**src/design/tca_pkg.sv**
```systemverilog
// ----------------------------------------------------------------------------
// tca_pkg
// Shared types and constants of the torus cellular automaton engine.
// ----------------------------------------------------------------------------
package tca_pkg;

  localparam int ROWS_DEF    = 64;
  localparam int COLUMNS_DEF = 64;
  localparam int COLOURS_DEF = 8;

  localparam int COLOUR_W = 3;
  localparam int COORD_W  = 6;
  localparam int RULE_AW  = 15;
  localparam int CHANGE_W = 13;

  localparam logic [RULE_AW-1:0]  RULE_LAST  = '1;
  localparam logic [CHANGE_W-1:0] CHANGE_MAX = '1;

  typedef logic [COLOUR_W-1:0] colour_t;

  typedef enum logic [1:0] {
    OP_RULE_WR  = 2'd0,
    OP_CELL_WR  = 2'd1,
    OP_CELL_RD  = 2'd2,
    OP_GENERATE = 2'd3
  } op_t;

  typedef enum logic [3:0] {
    ST_CLEAR,
    ST_IDLE,
    ST_CELL,
    ST_GLOAD0,
    ST_GLOAD1,
    ST_GLOAD2,
    ST_GRUN,
    ST_GNEXT,
    ST_GFLUSH,
    ST_DONE
  } seq_state_t;

  typedef struct packed {
    op_t                 operation;
    logic [COORD_W-1:0]  row;
    logic [COORD_W-1:0]  column;
    colour_t             cell_colour;
    logic [RULE_AW-1:0]  rule_index;
    colour_t             rule_colour;
  } item_t;

  typedef struct packed {
    logic               we;
    logic [RULE_AW-1:0] waddr;
    colour_t            wdata;
    logic [RULE_AW-1:0] raddr;
  } rule_port_t;

  typedef struct packed {
    colour_t             read_colour;
    logic [CHANGE_W-1:0] changed_cells;
    logic                uniform;
  } result_t;

endpackage

```
**src/design/tca_seq.sv**
```systemverilog
// ----------------------------------------------------------------------------
// tca_seq
// Sequencer and cell datapath: clearing pass, cell access, generation sweep
// over rotating row windows with a one-stage rule lookup pipeline.
// ----------------------------------------------------------------------------
module tca_seq
  import tca_pkg::*;
#(
  parameter int ROWS    = ROWS_DEF,
  parameter int COLUMNS = COLUMNS_DEF,
  parameter int COLOURS = COLOURS_DEF,
  localparam int RW     = $clog2(ROWS),
  localparam int CW     = $clog2(COLUMNS),
  localparam int GAW    = RW + 1
)(
  input  logic                             clk,
  input  logic                             rst,
  input  logic                             in_valid,
  output logic                             in_ready,
  input  item_t                            item,
  output logic                             res_valid,
  input  logic                             res_ready,
  output result_t                          res,
  output rule_port_t                       rp,
  input  colour_t                          rule_rdata,
  output logic                             g_we,
  output logic [GAW-1:0]                   g_waddr,
  output logic [COLUMNS-1:0][COLOUR_W-1:0] g_wdata,
  output logic [GAW-1:0]                   g_raddr,
  input  logic [COLUMNS-1:0][COLOUR_W-1:0] g_rdata
);

  localparam int         GRID_DEPTH = 2**GAW;
  localparam colour_t    COLOUR_MAX = COLOUR_W'(COLOURS - 1);
  localparam logic [RW-1:0] ROW_LAST = RW'(ROWS - 1);
  localparam logic [CW-1:0] COL_LAST = CW'(COLUMNS - 1);

  typedef logic [COLUMNS-1:0][COLOUR_W-1:0] row_t;

  seq_state_t state, state_next;

  op_t           op_q;
  logic [RW-1:0] row_q;
  logic [CW-1:0] col_q;
  logic          inside_q;
  colour_t       colour_q;

  logic               bank;
  logic [RULE_AW-1:0] clr_addr;

  logic [RW-1:0] grow;
  logic [CW-1:0] gcol;
  logic [RW-1:0] grow_s;
  logic [RW-1:0] grow_s2;

  row_t north, centre, south, nrow, row_mod;

  logic          p_v, p_last, p_first;
  colour_t       p_old;
  logic [RW-1:0] p_row;
  logic          w_pend;
  logic [RW-1:0] w_row;

  colour_t             first;
  logic [CHANGE_W-1:0] cnt;
  logic                same;

  assign grow_s  = (grow == ROW_LAST) ? '0 : grow + 1'b1;
  assign grow_s2 = (grow_s == ROW_LAST) ? '0 : grow_s + 1'b1;

  always_comb begin
    row_mod        = g_rdata;
    row_mod[col_q] = colour_q;
  end

  always_ff @(posedge clk) begin
    if (rst) begin
      state <= ST_CLEAR;
    end else begin
      state <= state_next;
    end
  end

  always_comb begin
    state_next = state;
    in_ready   = 1'b0;
    res_valid  = 1'b0;
    g_raddr    = '0;
    g_we       = 1'b0;
    g_waddr    = {~bank, w_row};
    g_wdata    = nrow;
    rp.we      = 1'b0;
    rp.waddr   = item.rule_index;
    rp.wdata   = (item.rule_colour > COLOUR_MAX) ? COLOUR_MAX : item.rule_colour;
    rp.raddr   = {north[0], south[0], centre[COLUMNS-1], centre[1], centre[0]};
    if (w_pend) begin
      g_we = 1'b1;
    end
    unique case (state)
      ST_CLEAR: begin
        rp.we    = 1'b1;
        rp.waddr = clr_addr;
        rp.wdata = '0;
        if (int'(clr_addr) < GRID_DEPTH) begin
          g_we    = 1'b1;
          g_waddr = GAW'(clr_addr);
          g_wdata = '0;
        end
        if (clr_addr == RULE_LAST) begin
          state_next = ST_IDLE;
        end
      end
      ST_IDLE: begin
        in_ready = 1'b1;
        if (in_valid) begin
          unique case (item.operation)
            OP_RULE_WR: begin
              rp.we      = 1'b1;
              state_next = ST_DONE;
            end
            OP_CELL_WR, OP_CELL_RD: begin
              g_raddr    = {bank, RW'(item.row)};
              state_next = ST_CELL;
            end
            OP_GENERATE: begin
              g_raddr    = {bank, ROW_LAST};
              state_next = ST_GLOAD0;
            end
            default: state_next = ST_IDLE;
          endcase
        end
      end
      ST_CELL: begin
        if (op_q == OP_CELL_WR && inside_q) begin
          g_we    = 1'b1;
          g_waddr = {bank, row_q};
          g_wdata = row_mod;
        end
        state_next = ST_DONE;
      end
      ST_GLOAD0: begin
        g_raddr    = {bank, RW'(0)};
        state_next = ST_GLOAD1;
      end
      ST_GLOAD1: begin
        g_raddr    = {bank, RW'(1)};
        state_next = ST_GLOAD2;
      end
      ST_GLOAD2: begin
        state_next = ST_GRUN;
      end
      ST_GRUN: begin
        if (gcol == COL_LAST) begin
          g_raddr    = {bank, grow_s2};
          state_next = ST_GNEXT;
        end
      end
      ST_GNEXT: begin
        state_next = (grow == ROW_LAST) ? ST_GFLUSH : ST_GRUN;
      end
      ST_GFLUSH: begin
        state_next = ST_DONE;
      end
      ST_DONE: begin
        res_valid = 1'b1;
        if (res_ready) begin
          state_next = ST_IDLE;
        end
      end
      default: state_next = ST_IDLE;
    endcase
  end

  // control registers
  always_ff @(posedge clk) begin
    if (rst) begin
      clr_addr <= '0;
      bank     <= 1'b0;
      p_v      <= 1'b0;
      w_pend   <= 1'b0;
    end else begin
      p_v    <= (state == ST_GRUN);
      w_pend <= p_v && p_last;
      if (state == ST_CLEAR) begin
        clr_addr <= clr_addr + 1'b1;
      end
      if (state == ST_GFLUSH) begin
        bank <= ~bank;
      end
    end
  end

  // datapath
  always_ff @(posedge clk) begin
    if (state == ST_IDLE && in_valid) begin
      op_q     <= item.operation;
      row_q    <= RW'(item.row);
      col_q    <= CW'(item.column);
      inside_q <= (int'(item.row) < ROWS) && (int'(item.column) < COLUMNS);
      colour_q <= (item.cell_colour > COLOUR_MAX) ? COLOUR_MAX : item.cell_colour;
      cnt      <= '0;
      same     <= 1'b1;
      res      <= '0;
    end
    if (state == ST_CELL) begin
      res.read_colour <= (op_q == OP_CELL_RD && inside_q) ? g_rdata[col_q] : '0;
    end
    if (state == ST_GLOAD0) begin
      north <= g_rdata;
    end
    if (state == ST_GLOAD1) begin
      centre <= g_rdata;
    end
    if (state == ST_GLOAD2) begin
      south <= g_rdata;
      grow  <= '0;
      gcol  <= '0;
    end
    if (state == ST_GRUN) begin
      centre  <= {centre[0], centre[COLUMNS-1:1]};
      north   <= {north[0], north[COLUMNS-1:1]};
      south   <= {south[0], south[COLUMNS-1:1]};
      gcol    <= gcol + 1'b1;
      p_old   <= centre[0];
      p_last  <= (gcol == COL_LAST);
      p_first <= (grow == '0) && (gcol == '0);
      p_row   <= grow;
    end
    if (state == ST_GNEXT) begin
      north <= centre;
      centre <= south;
      south <= g_rdata;
      grow  <= grow_s;
      gcol  <= '0;
    end
    if (p_v) begin
      nrow <= {rule_rdata, nrow[COLUMNS-1:1]};
      if (rule_rdata != p_old && cnt != CHANGE_MAX) begin
        cnt <= cnt + 1'b1;
      end
      if (p_first) begin
        first <= rule_rdata;
      end else if (rule_rdata != first) begin
        same <= 1'b0;
      end
      if (p_last) begin
        w_row <= p_row;
      end
    end
    if (state == ST_GFLUSH) begin
      res.changed_cells <= cnt;
      res.uniform       <= same;
    end
  end

  a_gen_writes_other_bank: assert property (@(posedge clk) disable iff (rst)
    (state == ST_GRUN || state == ST_GNEXT) && g_we |-> g_waddr[GAW-1] != bank)
    else $error("generation write hit the bank being read");

  a_next_aligned: assert property (@(posedge clk) disable iff (rst)
    state == ST_GNEXT |-> p_v && p_last)
    else $error("lookup pipeline out of step with row end");

  a_flush_writes_last_row: assert property (@(posedge clk) disable iff (rst)
    state == ST_GFLUSH |-> w_pend && w_row == ROW_LAST)
    else $error("final row write missing at flush");

  a_count_saturates: assert property (@(posedge clk) disable iff (rst)
    p_v && cnt == CHANGE_MAX |=> cnt == CHANGE_MAX)
    else $error("change count wrapped");

  a_bank_flip: assert property (@(posedge clk) disable iff (rst)
    bank != $past(bank) |-> $past(state) == ST_GFLUSH)
    else $error("bank flipped outside a generation end");

endmodule

```
**config.mk**
```make
export PLATFORM = sky130hd
export DESIGN_NAME = tca_seq
export DESIGN_NICKNAME = d
export VERILOG_FILES = /design/src/design/tca_pkg.sv /design/src/design/tca_seq.sv
export SDC_FILE = /design/constraint.sdc
export NUM_CORES = 2
export LEC_CHECK = 0
export ABC_AREA = 1
export BUFFER_PORTS_ARGS = -buffer_cell sky130_fd_sc_hd__buf_2
export CORE_ASPECT_RATIO = 0.5
export CORE_MARGIN = 2
export CORE_UTILIZATION = 55
export CTS_BUF_LIST = sky130_fd_sc_hd__clkbuf_8
export CTS_CLUSTER_DIAMETER = 50
export DETAILED_ROUTE_END_ITERATION = 7
export PLACE_DENSITY = 0.81
export SETUP_SLACK_MARGIN = 0.02
export SLEW_MARGIN = 10
export SYNTH_ARGS = -nofsm -noshare
export SYNTH_HDL_FRONTEND = slang
export SYNTH_SLANG_ARGS = --single-unit
```
**constraint.sdc**
```tcl
create_clock -name clk -period 11.66 [get_ports clk]
set_input_delay 2.332 -clock clk [delete_from_list [all_inputs] [get_ports clk]]
set_output_delay 2.332 -clock clk [all_outputs]
set_load 0.05 [all_outputs]
```
---- After elaboration in Yosys (flattened, before gate mapping) ----
Index checks and enable logic that the tools add are counted.
word-level totals
  bits of input ports ..................... 234
  flip-flop bits (word level) ............. 870
  output and inout bits ................... 260
  logic and storage cells ................. 393
cells by class
  $lt $le $gt $ge ......................... 5
  bitwise operators ....................... 1
  multiplexer cells ....................... 58
  add/sub/neg operators ................... 5
  equal/unequal tests ..................... 25
  reductions and logical operators ........ 21
operators with widths
  cell                                                 count
  2-to-1 mux 192 bit                                   11
  one-hot mux 192 bit (2 select lines)                 1
  bitwise mux 192 bit                                  1
  2-to-1 mux 13 bit                                    3
  one-hot mux 4 bit (9 select lines)                   1
  2-to-1 mux 6 bit                                     5
  2-to-1 mux 7 bit                                     4
  one-hot mux 7 bit (2 select lines)                   2
  one-hot mux 7 bit (4 select lines)                   1
  2-to-1 mux 4 bit                                     5
  adder 6 x 1 -> 6 bit, second input constant          3
  binary-select mux 3 bit (select 6 bit)               1
  demux 3 bit (select 6 bit)                           1
  equality test 6 bit, second input constant           3
  2-to-1 mux 18 bit                                    1
  2-to-1 mux 17 bit                                    1
  equality test 4 x 3 -> 1 bit, second input constant  4
  adder 15 x 1 -> 15 bit, second input constant        1
  equality test 15 bit, second input constant          1
  < comparator 15 x 8 -> 1 bit, second input constant  1
  2-to-1 mux 3 bit                                     5
  2-to-1 mux 14 bit                                    1
  adder 13 x 1 -> 13 bit, second input constant        1
  inequality test 13 bit, second input constant        1
  other kinds (23)                                     56

---- Depth between registers and ports, before layout ----
  depth after elaboration ................. 7
  depth in mapped cells ................... 14
  mapped depth without buffers ............ 11

---- Worst setup path before layout ----
No wires, ideal clock.
  kind .................................... register to register
  from .................................... reg state[2]
  to ...................................... reg north[100] (netlist name) (enable)
  data arrival time ....................... 10,005 ps
  clock period less this slack ............ 10,816 ps
  data required time ...................... 10,849 ps
  buffers on the path ..................... 0
  cell stages (with the launch flop) ...... 5
  setup time .............................. 811 ps
  slack ................................... 844 ps
  path through ............................ dfxtp_1 inv_2 nor2_4 inv_4 o22ai_1
on the way
  cells in the longest elaborated chain, start to end .. 2
  elaborated cells on any way between the ends .. 4
  those cells by class .................... eq/ne: 3; reduce/logical: 1
RTL lines
  what                                                        line            RTL
  start, declared                                             tca_seq.sv:40   seq_state_t state, state_next;
  start signal, assigned                                      tca_seq.sv:80   state <= state_next;
  equality test 4 x 3 -> 1 bit, or another cell as far along  tca_seq.sv:219  if (state == ST_GRUN) begin
  nonzero test 3 bit (no source line) *                       n/a
  end signal, assigned                                        tca_seq.sv:209  north <= g_rdata;
  end signal, assigned                                        tca_seq.sv:221  north <= {north[0], north[COLUMNS-1:1]};
  end signal, assigned                                        tca_seq.sv:230  north <= centre;
  end, declared                                               tca_seq.sv:56   row_t north, centre, south, nrow, row_mod;
Mark *: on every way between the ends. The rest lies on a longest branch, timed or not.
A chain may end at the register's enable or synchronous reset.

==> flow_metrics.py <==
metrics = {
    "logic_synthesis": {
        "synth_area_per_cell_um2": 8.831,
        "synth_cell_type_count": 42,
        "ys_seq_area_share_pct": 58.01,
        "yosysWarningCount": 0,
        "synth-edff-count": 828,
        "yosysTopAreaCellShare_pct": 56.12,
        "ys_ff_latch": 870,
        "synthTopCellsByCount": "nand2_1, edfxtp_1, nor2_1",
        "dominantRegCellSynth": "edfxtp_1",
        "synth_area_um2": 44310,
        "synth_top_area_cell": "edfxtp_1",
        "synth_nets": 5261,
        "yosysMostFrequentCell": "nand2_1",
        "synthArstFlopShare_pct": 0,
        "postSynthCellCount": 5017,
        "netlist_top_cells_area": "edfxtp_1, nand2_1, a31oi_1, nor2_1, o21ai_0",
    },
    "routing": {
        "wl_per_cell_um": 21.73,
        "drc": 1,
        "wl_um": 142300,
        "firstDrtPassIters": 8,
        "drt_iter0_markers": 6617,
        "vias_per_cell": 6.146,
        "ant_nets": 0,
        "vias": 40240,
    },
    "final_layout": {
        "instances_no_fill": 6548,
        "final-seq-area_um2": 25710,
        "multi_input_area_um2": 16390,
        "post-route-util_pct": 61.92,
        "drive_gt1_share_pct": 13.30,
        "nNetsFinal": 5591,
        "area_growth_pct": 11.17,
        "design_area_um2": 49260,
        "fillCellCount": 6601,
    },
    "setup_path": {
        "start_kind": "flip-flop",
        "r2r_start": "state[2]",
        "end_kind": "output pin",
        "reg2reg_to": "north[93]",
        "critPathKind": "reg -> out",
        "r2r_cells": 9,
        "cp.arrival_ps": 4950,
        "cp_data_required_time_ps": 9330,
        "ff2ff_setup_slack_ps": 6240,
        "worstPathMaxFanout": 54,
    },
    "min_path": {
        "hold_path_class": "reg -> reg",
        "min_from": "p_row[5]",
        "whs_endpoint": "w_row[5]",
        "hold_depth": 0,
    },
    "power_and_ir_drop": {
        "leakagePower_nw": 19.42,
        "power_density_nw_per_um2": 124.2,
        "irDropWorstVdd_mv": 0.09745,
    },
    "floorplanning": {
        "row_count": 73,
        "die_w_um": 405.4,
        "dieArea_um2": 82980,
        "die_y_um": 204.7,
        "core-area_um2": 79560,
        "io_pins": 494,
        "start_util_pct": 55.69,
    },
    "placed_design": {
        "place_congestion": 0.9460,
        "port_buffers": 493,
        "dp_cells": 6302,
        "dp_hpwl_um": 92570,
        "place_area_um2": 46800,
    },
    "timing": {
        "finalMaxSlewViolations": 0,
        "max_freq_ghz": 0.1374,
        "worst_hold_slack_ps": 419.3,
        "finalCritPeriodShare_pct": 62.44,
        "hold_viol_final": 0,
        "finClkSkew_ps": 43.05,
        "final.min_clock_period_ps": 7280,
        "setup_viol": 0,
        "tightest_slew_ps": 1340,
        "slew_headroom_pct": 10.66,
        "tns_ps": 0,
        "rsz0062_at_grt": "false",
    },
    "global_routing": {
        "grt.total_usage_pct": 33.37,
        "grt_max_degree": 269,
        "grt_pass1_wl_um": 212300,
        "antenna_found_initial": 12,
        "grt_overflow": 0,
        "grt_pass1_vias": 36580,
    },
    "clock_network": {
        "htree_levels": 4,
        "cts_resized": 0,
        "insertion_delay_ps": 800,
        "cts_root_buf": "clkbuf_8",
        "clk_pin_slew_ps": 70,
        "ctsHoldBuffers": 0,
        "cts_setup_buffers": 0,
        "cts_tree": "done",
        "cts_sinks": 870,
        "cts-buffers-inserted": 130,
        "clock_path_buffers": 3,
    },
    "outcome": {
        "outcome": "complete, but fails checks",
        "violations": "design-rule violations",
    },
    "flow_run": {
        "cap_violations": 0,
    },
}
## area by class of cell
type / instances / area share [%]
flip-flops and latches: 870 / 52.19
multi-input cells: 3671 / 33.28
repair buffers: 537 / 5.705
clock buffers: 137 / 3.828
well taps: 1087 / 2.761
clock inverters: 99 / 1.102
inverters: 137 / 1.080
diodes: 10 / 0.05080
## power by group
group / internal (W) / switching (W)
logic: 0.0000882 / 0.000164
registers: 0.00341 / 0.00000447
clock network: 0.00118 / 0.00127
## how the worst max path moves through the flow
stage             start           end
5_1_grt        col_q[1]   g_wdata[15]
4_1_cts        state[3]  g_wdata[182]
6_report       col_q[1]   g_wdata[15]
3_5_place_dp   item[33]    g_raddr[2]
2_1_floorplan  state[2]    north[100]
3_3_place_gp   item[33]    g_raddr[2]
## critical path: stages, from the launching register on
cell and delay (ps):
edfxtp_1 350, buf_4 390, inv_2 690, buf_4 420
nand3_1 990, nor2_1 710, a21oi_1 110, o21ai_0 140
nand3_1 110, buf_2 220
## metrics by stage
stage / setup WS (ps) / power [W]
4_1_cts: 4556 / 0.006117
5_1_grt: 4301 / 0.006270
6_report: 4380 / 0.006120
2_1_floorplan: 844.3 / 0.003598
3_3_place_gp: 5184 / 0.003713
3_5_place_dp: 5148 / 0.003722
## sequential cells by signal (all words and copies together), names as in the netlist, 13 cells and up
signal and flops:
north 189, centre 183, south 189, nrow 192, cnt 13, clr_addr 15, res 17, rp 15
## routing by layer
layer,vias up,track usage [%],part of all wire (%),wire length (um)
met5,-,0,0.027,39
met3,585,7.565,13,17920
met1,18610,44.90,37,52430
li1,18050,-,-,-
met4,6,22.71,7.4,10580
met2,2987,48.48,43,61350
## cells by family after synthesis
logic type / synth area share (%)
xor+xnor: 0.2372
compound gates: 13.42
simple gates: 22.92
buf+inv: 5.134
fa+ha+maj: 0.2824
flops: 58.01
## cells in the final DEF (no fill, tap or decap), types with 6 or more instances in the layout
| master | Yosys | layout |
|---|---|---|
| buf_2 | 136 | 493 |
| inv_2 | 6 | 8 |
| a21oi_1 | 155 | 155 |
| o211ai_1 | 62 | 62 |
| a32oi_1 | 10 | 10 |
| clkbuf_8 | 0 | 137 |
| inv_1 | 125 | 167 |
| nand4_1 | 12 | 12 |
| edfxtp_1 | 828 | 828 |
| nor2_1 | 563 | 561 |
| nand3_1 | 189 | 189 |
| nor2_4 | 4 | 8 |
| nor3_1 | 18 | 18 |
| ha_1 | 10 | 10 |
| o21ai_1 | 20 | 20 |
| a31oi_1 | 383 | 383 |
| clkinv_1 | 5 | 35 |
| clkinvlp_4 | 0 | 6 |
| nand2_1 | 1807 | 1807 |
| diode_2 | 0 | 10 |
| buf_4 | 16 | 43 |
| clkinv_2 | 0 | 7 |
| o21ai_0 | 397 | 397 |
| dfxtp_1 | 42 | 41 |
| xnor2_1 | 9 | 9 |
Note: power is estimated with default switching activity, not from simulation.
